$ cat config.mk
export PLATFORM = sky130hd
export DESIGN_NAME = gic_trigger_lane
export DESIGN_NICKNAME = d
export VERILOG_FILES = /design/src/hdl/gic_pkg.sv /design/src/hdl/gic_trigger_lane.sv
export SDC_FILE = /design/constraint.sdc
export NUM_CORES = 1
export LEC_CHECK = 0
export ABC_AREA = 1
export BUFFER_PORTS_ARGS = -buffer_cell sky130_fd_sc_hd__buf_4
export CORE_ASPECT_RATIO = 0.7
export CORE_UTILIZATION = 40
export CTS_CLUSTER_DIAMETER = 50
export DETAILED_ROUTE_END_ITERATION = 16
export PLACE_DENSITY = 0.68
export SLEW_MARGIN = 10
export SYNTH_ARGS = -nofsm -noshare
export SYNTH_HDL_FRONTEND = slang
export SYNTH_SLANG_ARGS = --single-unit
$ cat constraint.sdc
create_clock -name i_clk -period 3.8 [get_ports i_clk]
set_input_delay 0.57 -clock i_clk [delete_from_list [all_inputs] [get_ports i_clk]]
set_output_delay 0.57 -clock i_clk [all_outputs]
set_load 0.005 [all_outputs]
$ cat src/hdl/gic_pkg.sv
`timescale 1ns / 1ps
// ----------------------------------------------------------------------------
// gic_pkg
// Shared types and constants of the gamepad input conditioner.
// ----------------------------------------------------------------------------
package gic_pkg;

    localparam int BTN_COUNT = 32;
    localparam logic [31:0] BTN_MASK =
        (BTN_COUNT >= 32) ? 32'hFFFF_FFFF : 32'((64'd1 << BTN_COUNT) - 64'd1);

    localparam logic [6:0] DZ_RESET = 7'd20;
    localparam logic [6:0] FS_RESET = 7'd100;

    localparam logic CFG_DEAD_ZONE  = 1'b0;
    localparam logic CFG_FULL_SCALE = 1'b1;

    localparam logic [1:0] EDGE_NONE     = 2'd0;
    localparam logic [1:0] EDGE_PRESSED  = 2'd1;
    localparam logic [1:0] EDGE_RELEASED = 2'd2;
    localparam logic [1:0] EDGE_HELD     = 2'd3;

    typedef struct packed {
        logic               link_up;
        logic signed [15:0] left_axis_x;
        logic signed [15:0] left_axis_y;
        logic signed [15:0] right_axis_x;
        logic signed [15:0] right_axis_y;
        logic signed [15:0] trigger_axis;
        logic [31:0]        button_bits;
        logic [4:0]         button_index;
    } t_in;

    typedef struct packed {
        logic signed [15:0] left_out_x;
        logic signed [15:0] left_out_y;
        logic signed [15:0] right_out_x;
        logic signed [15:0] right_out_y;
        logic [14:0]        left_pull;
        logic [14:0]        right_pull;
        logic               is_connected;
        logic [1:0]         edge_state;
    } t_out;

    typedef struct packed {
        logic left_busy;
        logic right_busy;
        logic trig_busy;
    } t_lane_status;

endpackage

$ cat src/hdl/gic_trigger_lane.sv
`timescale 1ns / 1ps
// ----------------------------------------------------------------------------
// gic_trigger_lane
// Linear dead zone of the trigger axis with a restoring divider.
// ----------------------------------------------------------------------------
module gic_trigger_lane (
    input  logic        i_clk,
    input  logic        i_rst_n,
    input  logic        i_start,
    input  logic [15:0] i_t,
    input  logic [6:0]  i_dz,
    input  logic [6:0]  i_fs,
    output logic        o_busy,
    output logic        o_pos,
    output logic [14:0] o_level
);
    import gic_pkg::*;

    localparam logic [1:0] T_IDLE = 2'd0;
    localparam logic [1:0] T_CALC = 2'd1;
    localparam logic [1:0] T_DIV  = 2'd2;
    localparam logic [1:0] T_OUT  = 2'd3;

    logic [1:0]  r_state;
    logic [3:0]  r_cnt;
    logic [7:0]  r_a;
    logic        r_pos;
    logic [20:0] r_rem, r_dsh;
    logic [14:0] r_q, r_level;

    logic [15:0] mag;
    logic [6:0]  span;
    logic [7:0]  diff, m;
    logic        ge;

    assign mag  = i_t[15] ? (~i_t + 16'd1) : i_t;
    assign span = i_fs - i_dz;
    assign diff = r_a - {1'b0, i_dz};
    assign m    = (diff > {1'b0, span}) ? {1'b0, span} : diff;
    assign ge   = r_rem >= r_dsh;

    always_ff @(posedge i_clk) begin
        if (!i_rst_n) begin
            r_state <= T_IDLE;
            r_level <= '0;
            r_pos   <= 1'b0;
        end else begin
            case (r_state)
                T_IDLE: begin
                    if (i_start) begin
                        r_a     <= mag[15:8];
                        r_pos   <= !i_t[15] && (i_t != 16'd0);
                        r_state <= T_CALC;
                    end
                end
                T_CALC: begin
                    if (r_a <= {1'b0, i_dz}) begin
                        r_level <= '0;
                        r_state <= T_IDLE;
                    end else if (i_fs <= i_dz) begin
                        r_level <= 15'd16384;
                        r_state <= T_IDLE;
                    end else begin
                        r_rem   <= {m[6:0], 14'd0};
                        r_dsh   <= {span, 14'd0};
                        r_cnt   <= 4'd14;
                        r_state <= T_DIV;
                    end
                end
                T_DIV: begin
                    if (ge) r_rem <= r_rem - r_dsh;
                    r_q   <= {r_q[13:0], ge};
                    r_dsh <= r_dsh >> 1;
                    r_cnt <= r_cnt - 4'd1;
                    if (r_cnt == 4'd0) begin
                        r_state <= T_OUT;
                    end
                end
                T_OUT: begin
                    r_level <= r_q;
                    r_state <= T_IDLE;
                end
                default: r_state <= T_IDLE;
            endcase
        end
    end

    assign o_busy  = r_state != T_IDLE;
    assign o_pos   = r_pos;
    assign o_level = r_level;

endmodule
==> results.md <==
* Seq pwr share at 43.8%
* Worst Tran Pin Value at 0.622 ns
* Worst Hold End: r_q[10]
* Most used cell, CP: nand2_1
* RD Place Congestion at 0.898
* RSZ-0062 raised after global routing: no
* Critical-path maximum fanout at 8
* Aggregate negative setup slack at 0 ns
* Worst skew pair latency at 0.34 ns
* PD cells at 376 nW/µm²
* Hold_sp: r_q[9]
* Post-Layout Cell Count at 1022
* Hold Buf Count CTS at 0
* Setup Viol. Count Final at 0
* FF-to-FF Start: r_a[2]
* Clk root buf: clkbuf_16
* Minimum period implied by the final worst setup slack at 3.08 ns
* Worst setup SP type: register
* Maximum clock frequency at 0.324 GHz
* Peak VDD IR at 235 µV
* Final worst path period share at 81.1%
* Worst Clk Skew at 0.0112 ns
* WS Path Type: register to register
* Depth of the most critical reg-to-reg path at 20
* DP HPWL at 10.3 mm
* Net Sw Power at 0.755 mW
* Critical-path cell list: ha_1 -> nand2_1 -> nand2_1 -> inv_1 -> nand2_1 -> or2_2 -> nand2_1 -> inv_1 -> ha_1 -> nand2_1 -> inv_1 -> nand2_1 -> nand2_1 -> nand2_1 -> nand2_1 -> nand2_1 -> nand3_1 -> nand2_1 -> nand3_1 -> nand2_1
* Port bufs at 49
* Highest cell delay on the worst timing path at 0.41 ns
* Max-slew violation count at 0
* Cell area after layout at 6670 µm²
* Longest Clk Path Bufs at 2
* Crit path DAT at 3.18 ns
* Combinational share of power at 23.3%
* Rel. slew slack at 58.4%
* Post-CTS Setup Inserts at 0
* Antenna Cells at 0
* Die Area at 15000 µm²
* Hold depth at 0
* Synth Flop Type: edfxtp_1
* Pint at 1.75 mW
* I/O pin count at 50
* FILL cells at 1434
* Initial DRT Pass Iterations at 7
* Layout net count at 906
* Share of layout cells above drive strength 1 at 9.38%
* P_leak at 3.31 nW
* GR Overflow Total at 0
* DR DRC count at 0
* DRT antenna net count at 0
* Initial antenna violation count at 0
* FF-to-FF End: r_rem[19]
* Worst path top cell family by delay: simple AND/OR/NAND/NOR gates
* WL final at 13.4 mm
* Commonest cells post-synth: nand2_1 (217), inv_1 (144), nor2_1 (77)
* Synth top area share at 35.7%
* Largest net degree at the start of global routing at 34
* Post-cts resize count at 0
* R2R Setup Slk at 0.72 ns
* Mapped Nets at 851
* Synth-to-Final Area Change at 15.0%
* Placed Area at 6390 µm²
* Sw Ratio at 30.1%
* Cells after synthesis at 772
* Via-per-instance ratio at 4.90
* Slowest cell on crit path: edfxtp_1
* Total area of sequential cells at 2430 µm²
* Clock Power Share at 32.9%
* Synth Area per Inst at 7.51 µm²
* Hold crit path type: register to register
* Routed wire length per instance at 13.1 µm
* Yosys reg bits at 87
* Area of the multi-input gates at 2770 µm²
* Die width at 146 µm
* Vias at 5007
* Count leader, synth: nand2_1
* Critical path endpoint category: register
* Core area at 14100 µm²
* First-pass GRT wire length at 22.0 mm
* Seq/Total Area, Yosys at 42.0%
* Clock tree sinks at 87
* Number of flops mapped to enable cells by yosys at 69
* Number of buffers and inverters on the critical path at 3
* Rows at 36
* Post-Syn Area at 5800 µm²
* Vias in the first global route at 4533
* Cell taking the most area after synthesis: edfxtp_1
* Max-Cap Viols at 0
* Initial Utilization at 41.3%
* Hold Vio Cnt, Final at 0
* Clk slew on worst S/H paths at 0.06 ns
* TritonCTS clock tree: yes
* Req. time, crit path at 3.90 ns
* Placed cells at 1006
* Area contributors post-synth: edfxtp_1 (36%), nand2_1 (14%), inv_1 (9.3%), ha_1 (9.3%), nand3_1 (6.3%)
* Fraction of registers with async set/reset at 0%
* Max H-tree Level at 3
* Total Routing Usage GR at 18.9%
* Chip height at 103 µm
* TritonCTS buffer count at 9
* Yosys warnings at 0
* Starting DRT DRC Count at 427
* Synth unique cells at 28
* Status: finished, final reports clean
[layer usage]
metal / up-vias / wire length (µm) / GRT usage, %
met1: 2261 / 7490 / 29.8
met5: - / 0 / 0
li1: 2598 / - / -
met4: 0 / 102 / 5.10
met3: 8 / 890 / 3.63
met2: 140 / 4900 / 25.5
[logic make-up (layout without fill, tap and decap cells)]
logic type	after synthesis	count (layout)	synth area share, %
AND/OR/NAND/NOR	404	404	29.3
buffers and inverters	156	216	10.3
flip-flops	87	87	42.0
AO/OA/AOI/OAI	65	65	6.02
adder cells (fa/ha/maj)	46	46	10.3
XOR/XNOR	14	14	2.11
[registers in the layout, summed over array words and instances (netlist names), named ones only]
signal,flops
r_dsh,21
r_rem,21
o_level,15
r_q,15
r_a,8
r_cnt,4
o_pos,1
r_state,1
[power groups by stage]
stage	clock network (mW)	registers (mW)	logic (mW)
after floorplan	0	1.11	0.413
after global placement	0	1.12	0.566
after detailed placement	0	1.12	0.574
after CTS	0.846	1.10	0.577
after global routing	0.882	1.10	0.660
final	0.824	1.10	0.584
[placed cells by master (no fill, tap or decap), types with 2 or more instances in the layout]
master,synthesis,final
a21oi_1,36,36
a31oi_1,2,2
buf_4,1,54
clkbuf_1,5,2
clkbuf_16,0,9
dfxtp_1,18,18
edfxtp_1,69,69
fa_1,3,3
ha_1,43,43
inv_1,144,144
inv_2,2,2
nand2_1,217,217
nand2_2,3,3
nand3_1,73,73
nand3b_1,2,2
nand4_1,25,25
nor2_1,77,75
nor2_2,0,2
nor3_1,5,5
o21ai_0,22,22
o21bai_1,2,2
or2_2,2,2
xnor2_1,7,7
xor2_1,7,7
[stage by stage]
stage / util [%] / worst slack [ns] / hold WS [ns] / power [mW]
floorplan: - / 0.564 / 0.427 / 1.53
detailed placement: 45.5 / 0.477 / 0.440 / 1.69
CTS: 47.5 / 0.800 / 0.460 / 2.52
global placement: 45.5 / 0.497 / 0.432 / 1.68
finish: 47.5 / 0.717 / 0.458 / 2.51
global route: 47.5 / 0.507 / 0.465 / 2.64
[cell type report]
type / count / area share [%]
tap: 190 / 3.56
multi-input combinational: 529 / 41.5
clock inverter: 4 / 0.431
sequential: 87 / 36.5
clock buffer: 12 / 3.70
timing repair buffer: 54 / 6.08
inverter: 146 / 8.22
[worst max-delay path by stage]
stage	slack [ns]	cells after the start	startpoint	endpoint
after floorplan	0.56	11	i_dz[0]	r_rem[0]
after global placement	0.50	18	i_fs[0]	r_rem[18]
after detailed placement	0.48	18	i_fs[0]	r_rem[14]
after CTS	0.80	20	r_a[2]	r_rem[19]
after global routing	0.51	18	i_fs[0]	r_rem[19]
final	0.72	20	r_a[2]	r_rem[19]
(Power assumes the default switching activity.)
