## src/hdl/gic_pkg.sv

```systemverilog
`timescale 1ns / 1ps
// ----------------------------------------------------------------------------
// gic_pkg
// Shared types and constants of the gamepad input conditioner.
// ----------------------------------------------------------------------------
package gic_pkg;

    localparam int BTN_COUNT = 32;
    localparam logic [31:0] BTN_MASK =
        (BTN_COUNT >= 32) ? 32'hFFFF_FFFF : 32'((64'd1 << BTN_COUNT) - 64'd1);

    localparam logic [6:0] DZ_RESET = 7'd20;
    localparam logic [6:0] FS_RESET = 7'd100;

    localparam logic CFG_DEAD_ZONE  = 1'b0;
    localparam logic CFG_FULL_SCALE = 1'b1;

    localparam logic [1:0] EDGE_NONE     = 2'd0;
    localparam logic [1:0] EDGE_PRESSED  = 2'd1;
    localparam logic [1:0] EDGE_RELEASED = 2'd2;
    localparam logic [1:0] EDGE_HELD     = 2'd3;

    typedef struct packed {
        logic               link_up;
        logic signed [15:0] left_axis_x;
        logic signed [15:0] left_axis_y;
        logic signed [15:0] right_axis_x;
        logic signed [15:0] right_axis_y;
        logic signed [15:0] trigger_axis;
        logic [31:0]        button_bits;
        logic [4:0]         button_index;
    } t_in;

    typedef struct packed {
        logic signed [15:0] left_out_x;
        logic signed [15:0] left_out_y;
        logic signed [15:0] right_out_x;
        logic signed [15:0] right_out_y;
        logic [14:0]        left_pull;
        logic [14:0]        right_pull;
        logic               is_connected;
        logic [1:0]         edge_state;
    } t_out;

    typedef struct packed {
        logic left_busy;
        logic right_busy;
        logic trig_busy;
    } t_lane_status;

endpackage

```

## src/hdl/gic_stick_lane.sv

```systemverilog
`timescale 1ns / 1ps
// ----------------------------------------------------------------------------
// gic_stick_lane
// Scaled radial dead zone of one stick: square sum, bit-pair square root,
// three multiplies and two restoring dividers running in parallel.
// ----------------------------------------------------------------------------
module gic_stick_lane (
    input  logic        i_clk,
    input  logic        i_rst_n,
    input  logic        i_start,
    input  logic [15:0] i_x,
    input  logic [15:0] i_y,
    input  logic [6:0]  i_dz,
    input  logic [6:0]  i_fs,
    output logic        o_busy,
    output logic [15:0] o_out_x,
    output logic [15:0] o_out_y
);
    import gic_pkg::*;

    localparam logic [2:0] S_IDLE = 3'd0;
    localparam logic [2:0] S_SQ   = 3'd1;
    localparam logic [2:0] S_CHK  = 3'd2;
    localparam logic [2:0] S_SQRT = 3'd3;
    localparam logic [2:0] S_MUL  = 3'd4;
    localparam logic [2:0] S_DSET = 3'd5;
    localparam logic [2:0] S_DIV  = 3'd6;
    localparam logic [2:0] S_OUT  = 3'd7;

    logic [2:0]  r_state;
    logic [3:0]  r_cnt;
    logic [15:0] r_ax, r_ay;
    logic        r_nx, r_ny;
    logic [31:0] r_sq, r_res, r_bit;
    logic [30:0] r_px, r_py, r_den;
    logic [44:0] r_rx, r_ry, r_dsh;
    logic [14:0] r_qx, r_qy;
    logic [15:0] r_ox, r_oy;

    logic [13:0] dz_sq;
    logic [31:0] trial;
    logic [15:0] len, diff;
    logic [14:0] span, dzs, m, spanv;
    logic        fs_above;
    logic        gex, gey;

    assign dz_sq    = 14'(i_dz * i_dz);
    assign trial    = r_res + r_bit;
    assign len      = r_res[15:0];
    assign fs_above = i_fs > i_dz;
    assign span     = {i_fs - i_dz, 8'd0};
    assign dzs      = {i_dz, 8'd0};
    assign diff     = len - {1'b0, dzs};
    assign m        = fs_above ? ((diff > {1'b0, span}) ? span : diff[14:0]) : 15'd1;
    assign spanv    = fs_above ? span : 15'd1;
    assign gex      = r_rx >= r_dsh;
    assign gey      = r_ry >= r_dsh;

    always_ff @(posedge i_clk) begin
        if (!i_rst_n) begin
            r_state <= S_IDLE;
            r_ox    <= '0;
            r_oy    <= '0;
        end else begin
            case (r_state)
                S_IDLE: begin
                    if (i_start) begin
                        r_nx    <= i_x[15];
                        r_ny    <= i_y[15];
                        r_ax    <= i_x[15] ? (~i_x + 16'd1) : i_x;
                        r_ay    <= i_y[15] ? (~i_y + 16'd1) : i_y;
                        r_state <= S_SQ;
                    end
                end
                S_SQ: begin
                    r_sq    <= 32'(r_ax * r_ax) + 32'(r_ay * r_ay);
                    r_state <= S_CHK;
                end
                S_CHK: begin
                    if (r_sq < {2'b00, dz_sq, 16'd0}) begin
                        r_ox    <= '0;
                        r_oy    <= '0;
                        r_state <= S_IDLE;
                    end else begin
                        r_res   <= '0;
                        r_bit   <= 32'h4000_0000;
                        r_cnt   <= 4'd15;
                        r_state <= S_SQRT;
                    end
                end
                S_SQRT: begin
                    if (r_sq >= trial) begin
                        r_sq  <= r_sq - trial;
                        r_res <= (r_res >> 1) + r_bit;
                    end else begin
                        r_res <= r_res >> 1;
                    end
                    r_bit <= r_bit >> 2;
                    r_cnt <= r_cnt - 4'd1;
                    if (r_cnt == 4'd0) begin
                        r_state <= S_MUL;
                    end
                end
                S_MUL: begin
                    if (len == 16'd0) begin
                        r_ox    <= '0;
                        r_oy    <= '0;
                        r_state <= S_IDLE;
                    end else begin
                        r_px    <= 31'(r_ax * m);
                        r_py    <= 31'(r_ay * m);
                        r_den   <= 31'(spanv * len);
                        r_state <= S_DSET;
                    end
                end
                S_DSET: begin
                    r_rx    <= {r_px, 14'd0};
                    r_ry    <= {r_py, 14'd0};
                    r_dsh   <= {r_den, 14'd0};
                    r_cnt   <= 4'd14;
                    r_state <= S_DIV;
                end
                S_DIV: begin
                    // Quotient never exceeds 16384, so fifteen bits suffice.
                    if (gex) r_rx <= r_rx - r_dsh;
                    if (gey) r_ry <= r_ry - r_dsh;
                    r_qx  <= {r_qx[13:0], gex};
                    r_qy  <= {r_qy[13:0], gey};
                    r_dsh <= r_dsh >> 1;
                    r_cnt <= r_cnt - 4'd1;
                    if (r_cnt == 4'd0) begin
                        r_state <= S_OUT;
                    end
                end
                S_OUT: begin
                    r_ox    <= r_nx ? (16'd0 - {1'b0, r_qx}) : {1'b0, r_qx};
                    r_oy    <= r_ny ? (16'd0 - {1'b0, r_qy}) : {1'b0, r_qy};
                    r_state <= S_IDLE;
                end
                default: r_state <= S_IDLE;
            endcase
        end
    end

    assign o_busy  = r_state != S_IDLE;
    assign o_out_x = r_ox;
    assign o_out_y = r_oy;

endmodule

```

## config.mk

```make
export PLATFORM = sky130hd
export DESIGN_NAME = gic_stick_lane
export DESIGN_NICKNAME = d
export VERILOG_FILES = /design/src/hdl/gic_pkg.sv /design/src/hdl/gic_stick_lane.sv
export SDC_FILE = /design/constraint.sdc
export NUM_CORES = 2
export LEC_CHECK = 0
export BUFFER_PORTS_ARGS = -buffer_cell sky130_fd_sc_hd__buf_4
export CORE_UTILIZATION = 60
export CTS_BUF_LIST = sky130_fd_sc_hd__clkbuf_8 sky130_fd_sc_hd__clkbuf_16
export DETAILED_ROUTE_END_ITERATION = 8
export PLACE_DENSITY_LB_ADDON = 0.25
export SYNTH_ARGS = -nofsm -noshare
export SYNTH_HDL_FRONTEND = slang
export SYNTH_SLANG_ARGS = --single-unit
```

## constraint.sdc

```tcl
create_clock -name i_clk -period 20.4 [get_ports i_clk]
set_input_delay 4.08 -clock i_clk [delete_from_list [all_inputs] [get_ports i_clk]]
set_output_delay 4.08 -clock i_clk [all_outputs]
set_load 0.1 [all_outputs]
```

==> impl_metrics.xml <==
<?xml version="1.0" encoding="UTF-8"?>
<metrics>
  <group name="run_status">
    <metric name="run_status" unit="">complete, no violations</metric>
  </group>
  <group name="cells_and_area">
    <metric name="layout.cells.most_common" unit="">inv_1</metric>
    <metric name="post_route_cells_drive_above_1_share" unit="">0.0470</metric>
    <metric name="nets" unit="">8031</metric>
    <metric name="layout.cells.most_common_list" unit="">inv_1, fa_1, ha_1</metric>
    <metric name="fillCellCount" unit="">8249</metric>
    <metric name="sequential_cell_area" unit="sq um">12000</metric>
    <metric name="footprint_of_the_multi_input_gates" unit="sq um">44000</metric>
    <metric name="diodes" unit="">0</metric>
    <metric name="areaGrowthSynthToFinish" unit="%">5.79</metric>
  </group>
  <group name="detailed_routing">
    <metric name="drtIter0Drc" unit="">3041</metric>
    <metric name="postRouteAntennaNets" unit="">0</metric>
    <metric name="drt_drc_violations_left" unit="">0</metric>
    <metric name="via_count_normalized_by_instance_count" unit="">5.71</metric>
    <metric name="route.vias.total" unit="">44800</metric>
    <metric name="wl" unit="mm">149</metric>
    <metric name="drt-pass1-iter-count" unit="">6</metric>
    <metric name="wl_per_cell" unit="microns">19.0</metric>
  </group>
  <group name="sta">
    <metric name="slew_headroom" unit="">0.306</metric>
    <metric name="hold_viol_final" unit="">0</metric>
    <metric name="setup_violations" unit="">0</metric>
    <metric name="finalSetupTns" unit="ns">0</metric>
    <metric name="final.period_utilization" unit="">0.641</metric>
    <metric name="worst_pin_slew" unit="ns">1.04</metric>
    <metric name="maxSlewViolCount" unit="">0</metric>
    <metric name="max_freq" unit="MHz">76.5</metric>
    <metric name="rsz_0062_raised_after_global_routing" unit="">false</metric>
    <metric name="layout_min_cycle_time" unit="ns">13.08</metric>
    <metric name="worst_setup_skew_after_layout" unit="ns">0.0336</metric>
    <metric name="worst_setup_slack_after_layout" unit="ns">7.32</metric>
  </group>
  <group name="placed_design">
    <metric name="place_hpwl" unit="mm">116</metric>
    <metric name="numPortBuffers" unit="">81</metric>
    <metric name="finalWeightedCongestion" unit="">0.912</metric>
    <metric name="dpl_worst_slack" unit="ns">6.74</metric>
  </group>
  <group name="global_route">
    <metric name="number_of_antenna_violations_at_the_first_check_in_global_routing" unit="">2</metric>
    <metric name="via_count_of_the_first_global_routing_pass" unit="">46700</metric>
    <metric name="global_route.overflow_total" unit="">0</metric>
    <metric name="grt_first_pass_wirelength" unit="mm">244</metric>
    <metric name="gr-usage-all-layers" unit="">0.299</metric>
    <metric name="largest_net_degree_at_the_start_of_global_routing" unit="">216</metric>
  </group>
  <group name="worst_hold_path">
    <metric name="hold_path_depth" unit="">1</metric>
    <metric name="min_path_type" unit="">reg -&gt; reg</metric>
  </group>
  <group name="synth">
    <metric name="yosys_register_bits" unit="">411</metric>
    <metric name="synth-seq-area-share" unit="">0.196</metric>
    <metric name="postSynthNetCount" unit="">8088</metric>
    <metric name="post_synth.cell_area_avg" unit="sq um">9.42</metric>
    <metric name="synth-main-ff-cell" unit="">edfxtp_1</metric>
    <metric name="gate_count_after_technology_mapping" unit="">6503</metric>
    <metric name="number_of_flops_mapped_to_enable_cells_by_yosys" unit="">376</metric>
    <metric name="async_flop_share" unit="">0</metric>
    <metric name="syn_area" unit="sq um">61300</metric>
    <metric name="yosysWarningCount" unit="">0</metric>
    <metric name="synth.distinct_cells" unit="">98</metric>
  </group>
  <group name="floorplanning">
    <metric name="die_width" unit="microns">322</metric>
    <metric name="floorplan.die_area" unit="sq um">103000</metric>
    <metric name="ios" unit="">82</metric>
    <metric name="coreArea" unit="sq um">101000</metric>
    <metric name="floorplan.initialDensity" unit="">0.609</metric>
    <metric name="fp.dieH" unit="microns">322</metric>
    <metric name="floorplan.rows" unit="">116</metric>
  </group>
  <group name="clocking">
    <metric name="clock_tree.htree_level_count" unit="">2</metric>
    <metric name="cts.root.buffer_cell" unit="">clkbuf_16</metric>
    <metric name="post_cts_hold_buffer_count" unit="">0</metric>
    <metric name="clock_tree_from_tritoncts" unit="">built</metric>
    <metric name="clkTransAtPathRegs" unit="ns">0.06</metric>
    <metric name="post_cts.repair.setup_buffers" unit="">0</metric>
    <metric name="postCtsResizedCells" unit="">0</metric>
    <metric name="clk_path_buf_depth" unit="">3</metric>
    <metric name="clkSinkCount" unit="">411</metric>
    <metric name="clock_latency" unit="ns">0.65</metric>
    <metric name="tritoncts.num_buffers" unit="">49</metric>
  </group>
  <group name="worst_setup_path">
    <metric name="crit_fanout" unit="">32</metric>
    <metric name="critPathKind" unit="">in -&gt; reg</metric>
    <metric name="critical-path-slowest-cell" unit="">fa_1</metric>
    <metric name="timing.critical_path.required" unit="ns">20.77</metric>
    <metric name="critical-path-top-cell-by-count" unit="">fa_1</metric>
    <metric name="worstSetupStartpointType" unit="">input pin</metric>
    <metric name="cp_slowest_stage_delay" unit="ns">0.85</metric>
    <metric name="critical_path_arrival" unit="ns">13.45</metric>
    <metric name="critPathCaptureType" unit="">register</metric>
    <metric name="worst_r2r_path_depth" unit="">37</metric>
  </group>
  <group name="flow_run">
    <metric name="drv_cap" unit="">0</metric>
  </group>
</metrics>
[synth_stat cells, drive strengths merged, types with 7 or more instances]
cell type	count	area [sq um]
clkbuf	244	916
and2	371	2320
nand4	37	231
nand3	132	661
mux2i	15	150
o21a	33	248
o31ai	21	163
and3	147	920
a211o	10	87.6
a21o	119	893
o41ai	10	95.1
a31o	13	114
or3	23	144
xnor2	210	1840
nor2b	65	407
a31oi	46	294
o211ai	12	95.1
ha	693	8670
dfxtp	35	701
inv	1159	4350
o21bai	37	278
edfxtp	376	11300
a221o	7	70.1
nand2b	39	244
fa	843	16900
o22ai	7	50.1
a22o	28	245
a211oi	37	283
a21oi	246	1240
or4	9	67.6
buf	22	119
or2	14	87.6
nand2	566	2120
nor4	14	87.6
nor2	295	1110
a21boi	15	113
nor3	68	345
xor2	134	1170
o21ai	259	1300
[stage by stage]
stage	area (sq um)	utilization	hold slack (ns)	cells
6_report	64800	0.644	0.474	7841
5_1_grt	64800	0.644	0.481	7841
4_1_cts	64800	0.644	0.479	7841
3_5_place_dp	63300	0.629	0.465	7752
3_3_place_gp	63300	0.629	0.453	7752
2_1_floorplan	61300	-	0.467	6503
[worst paths after layout]
path / start / slack, ns / to
max: i_dz[0] / 7.32 / r_py[30]
min: o_out_x[15] / 0.47 / o_out_x[15]
max reg2reg: r_res[9] / 9.87 / r_py[30]
min reg2reg: o_out_x[15] / 0.47 / o_out_x[15]
[critical path: cells and delay by family]
family,cells,cell delay (ns)
AOI/OAI and AO/OA,15,2.73
buffers and inverters,8,1.29
xor gates and xnor gates,1,0.09
muxes,1,0.23
adders and majority gates,10,4.64
and+or+nand+nor,3,0.36
[registers in the layout (all words and copies together), names as in the netlist]
| register | flops |
|---|---|
| r_ny | 1 |
| r_sq | 32 |
| r_ax | 16 |
| r_px | 31 |
| r_ay | 16 |
| r_py | 31 |
| o_out_y | 16 |
| r_dsh | 45 |
| o_out_x | 16 |
| r_rx | 45 |
| r_bit | 16 |
| r_cnt | 4 |
| r_qy | 15 |
| r_nx | 1 |
| r_res | 32 |
| r_state | 3 |
| r_qx | 15 |
| r_den | 31 |
| r_ry | 45 |
[routing by layer]
| layer | global-route usage | wire, microns | vias to the layer above | part of all wire |
|---|---|---|---|---|
| li1 | - | - | 21100 | - |
| met1 | 0.391 | 61800 | 22000 | 0.42 |
| met2 | 0.504 | 71100 | 1389 | 0.48 |
| met3 | 0.0404 | 9770 | 278 | 0.066 |
| met4 | 0.113 | 6060 | 0 | 0.041 |
| met5 | 0 | 0 | - | 0 |
[cell type report]
class / instances / area share
Timing Repair Buffer: 158 / 0.0185
Tap cell: 1357 / 0.0262
Clock inverter: 33 / 0.00363
Multi-Input combinational cell: 4666 / 0.679
Clock buffer: 56 / 0.0206
Sequential cell: 411 / 0.185
Inverter: 1160 / 0.0672
[cells by family after synthesis]
family                   after synthesis  share of synthesized area
AO/OA/AOI/OAI                        965                      0.101
XOR/XNOR                             344                     0.0492
adder cells (fa/ha/maj)             1536                      0.417
buffers and inverters               1426                     0.0879
flip-flops                           411                      0.196
multiplexers                          18                    0.00300
AND/OR/NAND/NOR                     1803                      0.146
Power is not shown: default switching activity piles up to over one toggle a cycle in this logic, so the estimate is an artifact.
